===== config.mk =====
export PLATFORM = sky130hd
export DESIGN_NAME = min_heap_priority_queue_top_flat
export DESIGN_NICKNAME = d
export VERILOG_FILES = /design/src/rtl/mhpq_pkg.sv /design/src/rtl/mhpq_in_if.sv /design/src/rtl/mhpq_out_if.sv /design/src/rtl/min_heap_priority_queue_top.sv /design/src/rtl/mhpq_cell.sv /design/src/flat_wrapper.sv
export VERILOG_INCLUDE_DIRS = /design/src /design/src/rtl
export SDC_FILE = /design/constraint.sdc
export NUM_CORES = 2
export LEC_CHECK = 0
export BUFFER_PORTS_ARGS = -buffer_cell sky130_fd_sc_hd__buf_4
export CELL_PAD_IN_SITES_DETAIL_PLACEMENT = 1
export CELL_PAD_IN_SITES_GLOBAL_PLACEMENT = 2
export CORE_MARGIN = 5
export CORE_UTILIZATION = 38
export CTS_BUF_LIST = sky130_fd_sc_hd__clkbuf_8 sky130_fd_sc_hd__clkbuf_16
export DETAILED_ROUTE_END_ITERATION = 8
export PLACE_DENSITY_LB_ADDON = 0.1
export SLEW_MARGIN = 25
export SYNTH_ARGS = -nofsm -noshare
export SYNTH_HDL_FRONTEND = slang
export SYNTH_SLANG_ARGS = --single-unit
export TNS_END_PERCENT = 10

===== constraint.sdc =====
create_clock -name clk_i -period 4.9 [get_ports clk_i]
set_clock_uncertainty 0.15 [all_clocks]
set_input_delay 0.735 -clock clk_i [delete_from_list [all_inputs] [get_ports clk_i]]
set_output_delay 0.735 -clock clk_i [all_outputs]
set_load 0.005 [all_outputs]

===== src/rtl/min_heap_priority_queue_top_assert.svh =====
// ----------------------------------------------------------------------------
// Assertion macros for the min-heap priority queue
// Concurrent checks that compile away when SYNTHESIS is defined.
// ----------------------------------------------------------------------------
`ifndef MIN_HEAP_PRIORITY_QUEUE_TOP_ASSERT_SVH
`define MIN_HEAP_PRIORITY_QUEUE_TOP_ASSERT_SVH

`ifndef SYNTHESIS
`define MHPQ_ASSERT(label, clk, rst_n, prop) \
  label: assert property (@(posedge clk) disable iff (!rst_n) prop) \
    else $error("assertion failed: label");
`define MHPQ_ASSERT_NEVER(label, clk, rst_n, cond) \
  `MHPQ_ASSERT(label, clk, rst_n, !(cond))
`else
`define MHPQ_ASSERT(label, clk, rst_n, prop)
`define MHPQ_ASSERT_NEVER(label, clk, rst_n, cond)
`endif

`endif


===== src/rtl/mhpq_pkg.sv =====
// ----------------------------------------------------------------------------
// Min-heap priority queue package
// Shared widths, codes and control types of the priority queue.
// ----------------------------------------------------------------------------
package mhpq_pkg;

  localparam int unsigned CAPACITY = 16;
  localparam int unsigned DATA_W   = 32;
  localparam int unsigned STATUS_W = 2;
  localparam int unsigned OCC_W    = 5;

  typedef enum logic {
    OP_PUSH = 1'b0,
    OP_POP  = 1'b1
  } op_e;

  typedef enum logic [STATUS_W-1:0] {
    ST_OK    = 2'd0,
    ST_FULL  = 2'd1,
    ST_EMPTY = 2'd2
  } status_e;

  typedef struct packed {
    logic push;
    logic pop;
  } cell_ctrl_t;

endpackage


===== src/rtl/mhpq_in_if.sv =====
// ----------------------------------------------------------------------------
// Request channel
// Carries one push or pop request per transfer.
// ----------------------------------------------------------------------------
interface mhpq_in_if;
  logic                               valid;
  logic                               ready;
  logic                               op;
  logic signed [mhpq_pkg::DATA_W-1:0] value;

  modport source (output valid, output op, output value, input ready);
  modport sink (input valid, input op, input value, output ready);
endinterface


===== src/rtl/mhpq_out_if.sv =====
// ----------------------------------------------------------------------------
// Response channel
// Carries the status, removed minimum and entry count of one request.
// ----------------------------------------------------------------------------
interface mhpq_out_if;
  logic                                 valid;
  logic                                 ready;
  logic [mhpq_pkg::STATUS_W-1:0]        status;
  logic signed [mhpq_pkg::DATA_W-1:0]   popped;
  logic [mhpq_pkg::OCC_W-1:0]           occupancy;

  modport source (output valid, output status, output popped, output occupancy, input ready);
  modport sink (input valid, input status, input popped, input occupancy, output ready);
endinterface


===== src/rtl/min_heap_priority_queue_top.sv =====
// ----------------------------------------------------------------------------
// Min-heap priority queue
// Each response is registered and is valid in the cycle after its transfer.
// One request per cycle unless rsp_o stalls; all cells update together.
// Reset clears the entry count and the response valid flag; entries need none.
// ----------------------------------------------------------------------------
`include "min_heap_priority_queue_top_assert.svh"

module min_heap_priority_queue_top #(
  parameter int unsigned Capacity = mhpq_pkg::CAPACITY
) (
  input  logic              clk_i,
  input  logic              rst_ni,
  mhpq_in_if.sink           req_i,
  mhpq_out_if.source        rsp_o
);

  localparam int unsigned CntW = ($clog2(Capacity + 1) > mhpq_pkg::OCC_W) ?
                                 $clog2(Capacity + 1) : mhpq_pkg::OCC_W;

  logic [CntW-1:0]                    count_q;
  logic [CntW-1:0]                    count_d;
  logic                               accept;
  logic                               is_pop;
  logic                               push_ok;
  logic                               pop_ok;
  mhpq_pkg::cell_ctrl_t               ctrl;

  logic                               cell_valid [Capacity];
  logic                               cell_lt    [Capacity];
  logic signed [mhpq_pkg::DATA_W-1:0] cell_value [Capacity];

  logic                               rsp_valid_q;
  logic [mhpq_pkg::STATUS_W-1:0]      status_q;
  logic [mhpq_pkg::STATUS_W-1:0]      status_d;
  logic signed [mhpq_pkg::DATA_W-1:0] popped_q;
  logic signed [mhpq_pkg::DATA_W-1:0] popped_d;
  logic [mhpq_pkg::OCC_W-1:0]         occ_q;

  assign req_i.ready = !rsp_valid_q || rsp_o.ready;
  assign accept      = req_i.valid && req_i.ready;
  assign is_pop      = (req_i.op == mhpq_pkg::OP_POP);
  assign push_ok     = accept && !is_pop && (count_q != CntW'(Capacity));
  assign pop_ok      = accept && is_pop && (count_q != '0);
  assign ctrl.push   = push_ok;
  assign ctrl.pop    = pop_ok;

  for (genvar i = 0; i < Capacity; i++) begin : g_cell
    logic                               prev_lt;
    logic signed [mhpq_pkg::DATA_W-1:0] prev_value;
    logic signed [mhpq_pkg::DATA_W-1:0] next_value;

    assign cell_valid[i] = (count_q > CntW'(i));

    if (i == 0) begin : g_first
      assign prev_lt    = 1'b0;
      assign prev_value = req_i.value;
    end else begin : g_inner
      assign prev_lt    = cell_lt[i-1];
      assign prev_value = cell_value[i-1];
    end

    if (i == Capacity - 1) begin : g_last
      assign next_value = cell_value[i];
    end else begin : g_more
      assign next_value = cell_value[i+1];
    end

    mhpq_cell u_cell (
      .clk_i        (clk_i),
      .ctrl_i       (ctrl),
      .valid_i      (cell_valid[i]),
      .new_value_i  (req_i.value),
      .prev_lt_i    (prev_lt),
      .prev_value_i (prev_value),
      .next_value_i (next_value),
      .lt_o         (cell_lt[i]),
      .value_o      (cell_value[i])
    );
  end

  always_comb begin
    count_d  = count_q;
    status_d = mhpq_pkg::ST_OK;
    popped_d = '0;
    priority if (push_ok) begin
      count_d = count_q + CntW'(1);
    end else if (pop_ok) begin
      count_d  = count_q - CntW'(1);
      popped_d = cell_value[0];
    end else if (is_pop) begin
      status_d = mhpq_pkg::ST_EMPTY;
    end else begin
      status_d = mhpq_pkg::ST_FULL;
    end
  end

  always_ff @(posedge clk_i or negedge rst_ni) begin
    if (!rst_ni) begin
      count_q     <= '0;
      rsp_valid_q <= 1'b0;
    end else begin
      if (accept) begin
        count_q     <= count_d;
        rsp_valid_q <= 1'b1;
      end else if (rsp_o.ready) begin
        rsp_valid_q <= 1'b0;
      end
    end
  end

  always_ff @(posedge clk_i) begin
    if (accept) begin
      status_q <= status_d;
      popped_q <= popped_d;
      occ_q    <= count_d[mhpq_pkg::OCC_W-1:0];
    end
  end

  assign rsp_o.valid     = rsp_valid_q;
  assign rsp_o.status    = status_q;
  assign rsp_o.popped    = popped_q;
  assign rsp_o.occupancy = occ_q;

  `MHPQ_ASSERT_NEVER(a_count_bound, clk_i, rst_ni, count_q > CntW'(Capacity))
  `MHPQ_ASSERT(a_fail_pops_zero, clk_i, rst_ni, (rsp_valid_q && (status_q != mhpq_pkg::ST_OK)) |-> (popped_q == '0))
  `MHPQ_ASSERT(a_head_sorted, clk_i, rst_ni, (count_q >= CntW'(2)) |-> (cell_value[0] <= cell_value[1]))
  `MHPQ_ASSERT(a_pop_count, clk_i, rst_ni, pop_ok |=> (count_q == $past(count_q) - CntW'(1)))

endmodule


===== src/rtl/mhpq_cell.sv =====
// ----------------------------------------------------------------------------
// Priority queue cell
// Holds one entry of the sorted chain and trades it with its neighbors.
// ----------------------------------------------------------------------------
module mhpq_cell (
  input  logic                               clk_i,
  input  mhpq_pkg::cell_ctrl_t               ctrl_i,
  input  logic                               valid_i,
  input  logic signed [mhpq_pkg::DATA_W-1:0] new_value_i,
  input  logic                               prev_lt_i,
  input  logic signed [mhpq_pkg::DATA_W-1:0] prev_value_i,
  input  logic signed [mhpq_pkg::DATA_W-1:0] next_value_i,
  output logic                               lt_o,
  output logic signed [mhpq_pkg::DATA_W-1:0] value_o
);

  logic signed [mhpq_pkg::DATA_W-1:0] value_q;
  logic signed [mhpq_pkg::DATA_W-1:0] value_d;

  // An empty cell behaves as if it held plus infinity.
  assign lt_o = !valid_i || (new_value_i < value_q);

  always_comb begin
    value_d = value_q;
    priority if (ctrl_i.pop) begin
      value_d = next_value_i;
    end else if (ctrl_i.push && lt_o) begin
      value_d = prev_lt_i ? prev_value_i : new_value_i;
    end else begin
      value_d = value_q;
    end
  end

  always_ff @(posedge clk_i) begin
    value_q <= value_d;
  end

  assign value_o = value_q;

endmodule

===== src/flat_wrapper.sv =====
// flat-port wrapper written by rule: the top's interface ports become plain ports
module min_heap_priority_queue_top_flat 
#(
  parameter int unsigned Capacity = mhpq_pkg::CAPACITY
)
  (clk_i, rst_ni, req_i_valid, req_i_op, req_i_value, req_i_ready, rsp_o_valid, rsp_o_status, rsp_o_popped, rsp_o_occupancy, rsp_o_ready);
  mhpq_in_if req_i_i ();
  mhpq_out_if rsp_o_i ();
  input  logic clk_i;
  input  logic rst_ni;
  input wire logic [$bits(req_i_i.valid)-1:0] req_i_valid;
  input wire logic [$bits(req_i_i.op)-1:0] req_i_op;
  input wire logic [$bits(req_i_i.value)-1:0] req_i_value;
  output wire logic [$bits(req_i_i.ready)-1:0] req_i_ready;
  output wire logic [$bits(rsp_o_i.valid)-1:0] rsp_o_valid;
  output wire logic [$bits(rsp_o_i.status)-1:0] rsp_o_status;
  output wire logic [$bits(rsp_o_i.popped)-1:0] rsp_o_popped;
  output wire logic [$bits(rsp_o_i.occupancy)-1:0] rsp_o_occupancy;
  input wire logic [$bits(rsp_o_i.ready)-1:0] rsp_o_ready;
  assign req_i_i.valid = req_i_valid;
  assign req_i_i.op = req_i_op;
  assign req_i_i.value = req_i_value;
  assign req_i_ready = req_i_i.ready;
  assign rsp_o_valid = rsp_o_i.valid;
  assign rsp_o_status = rsp_o_i.status;
  assign rsp_o_popped = rsp_o_i.popped;
  assign rsp_o_occupancy = rsp_o_i.occupancy;
  assign rsp_o_i.ready = rsp_o_ready;
  min_heap_priority_queue_top #(.Capacity(Capacity)) u_core (.clk_i(clk_i), .rst_ni(rst_ni), .req_i(req_i_i), .rsp_o(rsp_o_i));
endmodule

=== Yosys cells after proc, flatten, opt, wreduce, memory -nomap -nowiden ===
Cells that the tools add are included.

* Register bits: 557
* Input port bits: 37
* Output and inout bits: 41
* Word-level logic and storage cells: 183

* $add $sub $neg: 2
* Magnitude comparators: 32
* Eq/ne operators: 1
* Muxes and demuxes: 50
* Bitwise operators: 1
* Reduce and logical (&&, ||, !) cells: 76

{| class="wikitable"
|+ Operators with widths
! kind !! count
|-
| two-way mux 32 bit || 45
|-
| less-than comparator 32 bit || 16
|-
| > comparator 5 x 4 -> 1 bit, second input constant || 8
|-
| nonzero test 2 bit || 16
|-
| logical AND 1 bit || 21
|-
| > comparator 5 x 3 -> 1 bit, second input constant || 4
|-
| zero test 1 bit || 18
|-
| logical OR 1 bit || 17
|-
| > comparator 5 x 1 -> 1 bit, second input constant || 2
|-
| > comparator 5 x 2 -> 1 bit, second input constant || 2
|-
| two-way mux 5 bit || 2
|-
| adder 5 x 1 -> 5 bit, second input constant || 1
|-
| inequality test 5 bit, second input constant || 1
|-
| nonzero test 5 bit || 1
|-
| subtractor 5 x 1 -> 5 bit, second input constant || 1
|-
| OR reduction 2 bit || 2
|-
| two-way mux 1 bit || 2
|-
| two-way mux 2 bit || 1
|-
| AND reduction 2 bit || 1
|-
| NOT 1 bit || 1
|}

=== Logic depth before layout (Yosys ltp) ===
* Depth after elaboration: 8
* Gate-level depth with buffers: 12
* Gate-level depth less buffers: 10

=== By module ===
Synthesis repeated with hierarchy kept, for this count alone.

* Cells, all modules: 4270
* Area, all modules: 41383.4 sq um

{| class="wikitable"
|+ By module, submodules not included
! module !! instances !! cells an instance !! area an instance (sq um) !! sequential area each (sq um)
|-
| mhpq_cell || 16 || 257 || 2458.6 || 960.9
|-
| min_heap_priority_queue_top || 1 || 158 || 2045.7 || 1321.3
|}

=== Least setup slack after synthesis ===
OpenSTA, ideal clock, no wires.

* Path type: input to register
* From: in req_i_value[17]
* To: reg u_core.g_cell[9].u_cell.value_q (netlist bit u_core.g_cell[9].u_cell.value_o[0]), enable pin
* Library setup time: 466 ps
* Data arrival time: 4659 ps
* Required time: 4284 ps
* Setup slack: -374 ps
* Cell stages on the path: 9
* Buffers on the path: 1
* Cells stage by stage: ha_1 -> a21o_1 -> a221o_1 -> nand2_1 -> o211ai_1 -> a221oi_1 -> a21oi_1 -> buf_2 -> o21ai_0

* Cells in the longest elaborated chain, start to end: 4

{| class="wikitable"
|+ RTL lines
! what !! line !! text
|-
| from (decl) || flat_wrapper.sv:13 || <nowiki>input wire logic [$bits(req_i_i.value)-1:0] req_i_value;</nowiki>
|-
| less-than comparator 32 bit || mhpq_cell.sv:21 || <nowiki>assign lt_o = !valid_i || (new_value_i < value_q);</nowiki>
|-
| logical OR 1 bit || mhpq_cell.sv:21 ||
|-
| logical AND 1 bit || mhpq_cell.sv:27 || <nowiki>end else if (ctrl_i.push && lt_o) begin</nowiki>
|-
| nonzero test 2 bit (no source line) || - ||
|-
| to (signal assigned) || mhpq_cell.sv:35 || <nowiki>value_q <= value_d;</nowiki>
|-
| to (decl) || mhpq_cell.sv:17 || <nowiki>logic signed [mhpq_pkg::DATA_W-1:0] value_q;</nowiki>
|}

No other way between the ends.
A chain may end at the register's enable or synchronous reset.

=== Worst setup path after layout ===
* From: in req_i_value[19]
* To: reg u_core.g_cell[9].u_cell.value_q (netlist bit u_core.g_cell[9].u_cell.value_o[1]), data pin

* Cells in the longest elaborated chain, start to end: 5

{| class="wikitable"
|+ RTL lines
! what !! line !! text
|-
| less-than comparator 32 bit || mhpq_cell.sv:21 ||
|-
| logical OR 1 bit || mhpq_cell.sv:21 ||
|-
| two-way mux 32 bit || mhpq_cell.sv:28 || <nowiki>value_d = prev_lt_i ? prev_value_i : new_value_i;</nowiki>
|-
| two-way mux 32 bit || mhpq_cell.sv:27 ||
|-
| two-way mux 32 bit || mhpq_cell.sv:25 || <nowiki>priority if (ctrl_i.pop) begin</nowiki>
|-
| net u_core.g_cell[9].u_cell.value_d (one bit) || mhpq_cell.sv:18 || <nowiki>logic signed [mhpq_pkg::DATA_W-1:0] value_d;</nowiki>
|}

The timed path passes the listed nets, and every way through them passes these cells. The select of a mux whose other input is x is not followed.

==> results.ini <==
[run_status]
status=complete, no violations

[global_route]
antenna_found_initial=3
grt_remaining_overflow=0
grt_max_degree=155
grt_pass1_wl_mm=193.4
grt_usage_pct=22.00
grt_pass1_vias=31980

[route]
drt_iter0_drc=1986
ant_nets=0
drc=0
drt-total-wl_mm=125.3
wire_per_inst_um=22.59
via_count=30840
vias_per_cell=5.560
first_pass_iters=5

[placement]
port_buffers=77
post-place-ws_ns=0.4188
gp_congestion=0.8301
hpwl_mm=96.09
dpl-instance-area_um2=42530
dp_cells=5406

[logic_synthesis]
postSynthAreaPerCell_um2=9.766
synth-seq-area-share_pct=41.95
synth_cell_types=69
ys_seq_elements=557
synth_nets=4614
synth_cells=4076
synth_edf_count=551
ys_async_sr_fraction_pct=1.077
netlist_area_um2=39800
ys.flop_type=edfxtp_1
yosysWarnings=0

[floorplan]
core_um2=103800
die_w_um=333.7
die_area_um2=111300
io-pin-count=78
initial_utilization_pct=38.35
fp-row-count=118
die_h_um=333.7

[critical_path]
required_ns=5.11
crit_path_end_kind=flip-flop
cp_data_arrival_time_ns=4.00
critPathLaunchType=primary input
path_class=in2reg
worst-path-max-fanout=32
timing.rr.start=u_core.g_cell[8].u_cell.value_o[14]$_DFFE_PP_
critical_path.startpoint=req_i_value[19]

[clock_tree]
clock_sinks=557
path_clk_slew_ns=0.06
postCtsSetupRepairBufs=0
cts-htree-levels=3
cts_tree=built
cts_root_buf=clkbuf_16
cts_buffers=74
clk_latency_ns=0.65
cts_buffer_depth=3

[final_layout]
regArea_um2=16700
multi_input_area_um2=20450
fillers=11610
drive_gt1_share_pct=8.263
layout_common_cells=edfxtp_1, inv_1, ha_1
finalInstanceArea_um2=44870
finalNonFillerCells=5546
layout_commonest_cell=edfxtp_1
finalNetCount=4642
syn_to_final_growth_pct=12.73

[min_path]
hp-start=req_i_valid
hold_class=in2reg

[power]
ir_worst_vdd_mv=0.2962
power_leakage_nw=19.32
powerDensity_nw_per_um2=511.5

[timing]
tns_ns=0
setup_viol=0
fin_crit_ns=3.788
max_freq_ghz=0.2640
worstMarginPinSlew_ns=0.9096
worst_slack_ns=1.112
period_share_pct=77.31
finalHoldViolCount=0
max_slew_margin_pct=39.13
finalMaxSlewViolations=0
rsz0062_at_grt=no

[run]
max-cap-violations=0

[critical path, stage by stage]
cell       delay, ns
buf_4           0.15
buf_4           0.21
ha_1            0.33
a21oi_1         0.14
o21ai_0         0.13
a221oi_1        0.75
o2111ai_1       0.45
a21oi_1         0.34
nor3_4          0.09
buf_4           0.31
mux2i_1         0.22
o21ai_0         0.09
[repair_timing]
action,4_1_cts,5_1_grt
resized for setup,0,0
hold endpoints to repair,6,0
hold buffers,1,0
setup endpoints to repair,0,0
[sequential cells by signal (all words and copies together), names as in the netlist]
| name | cells |
|---|---|
| u_core.count_q | 5 |
| u_core.rsp_o.popped | 32 |
| u_core.rsp_o.occupancy | 5 |
| u_core.g_cell.u_cell.value_o | 512 |
| u_core.rsp_o.status | 2 |
| u_core.rsp_o.valid | 1 |
[synthesized netlist by cell type (all sizes together) (21+ instances only)]
| library cell | count | area share [%] |
|---|---|---|
| a211oi | 21 | 0.43 |
| edfxtp | 551 | 42 |
| a41oi | 33 | 0.73 |
| o221ai | 94 | 2.1 |
| o21a | 23 | 0.43 |
| nand4 | 63 | 0.99 |
| a31oi | 40 | 0.63 |
| o21ai | 455 | 5.7 |
| o211ai | 52 | 0.99 |
| buf | 61 | 0.85 |
| nand2 | 442 | 4.2 |
| mux2i | 259 | 6.5 |
| clkbuf | 181 | 1.7 |
| a22oi | 95 | 1.8 |
| inv | 508 | 4.8 |
| nor2 | 99 | 0.93 |
| a21o | 80 | 1.5 |
| ha | 501 | 16 |
| mux2 | 32 | 0.91 |
| a21oi | 171 | 2.2 |
| nand3 | 148 | 1.9 |
| nand2b | 21 | 0.33 |
[worst paths after layout]
kind | slack [ns] | depth (start not counted) | endpoint
setup / recovery | 1.11 | 12 | u_core.g_cell[9].u_cell.value_o[1]$_DFFE_PP_
hold / removal | 0.16 | 2 | u_core.rsp_o.valid$_DFFE_PN0P_
setup reg to reg | 1.17 | 11 | u_core.g_cell[9].u_cell.value_o[1]$_DFFE_PP_
hold reg to reg | 0.39 | 2 | u_core.rsp_o.valid$_DFFE_PN0P_
max in group asynchronous | 4.18 | 2 | u_core.count_q[1]$_DFFE_PN0P_
min in group asynchronous | 0.29 | 2 | u_core.count_q[3]$_DFFE_PN0P_
[report_power, final]
part           switching (mW)  internal, mW
clock                    2.21          3.06
sequential              0.850          7.18
combinational            5.81          3.84
[area by class of cell]
class                      instances  share of cell area (%)
timing repair buffer             194                   3.982
multi-input combinational       2769                   45.58
sequential                       557                   37.21
antenna                            3                 0.01673
clock buffer                      78                   4.325
inverter                         508                   4.250
clock inverter                    57                  0.7891
tap                             1380                   3.848
[kinds of logic (layout without fill, tap and decap cells)]
kind of cell    count (synthesis)  after routing  synth area share [%]
compound gates               1124           1124                 17.85
xor+xnor                        7              7                0.1540
fa+ha+maj                     501            501                 15.75
buf+inv                       750            837                 7.346
flops                         557            557                 41.95
mux                           291            291                 7.418
other cells                     0              3                     0
simple gates                  846            846                 9.534
[routing by layer]
layer  share of wire [%]  wire length, um  track usage (%)
met1                  51            63620            32.73
met2                  44            54770            34.51
met3                 3.5             4403            2.375
met4                 2.0             2496            5.183
met5                   0                0                0
[metrics by stage]
step           util, %  hold WS [ns]  total power, mW
2_1_floorplan        -        0.2894            14.68
3_5_place_dp     40.98        0.3833            17.82
6_report         43.23        0.1555            22.95
3_3_place_gp     40.95        0.3724            17.51
4_1_cts          43.20        0.1158            23.22
5_1_grt          43.22        0.1359            24.62
Power figures use the tool's default switching activity.
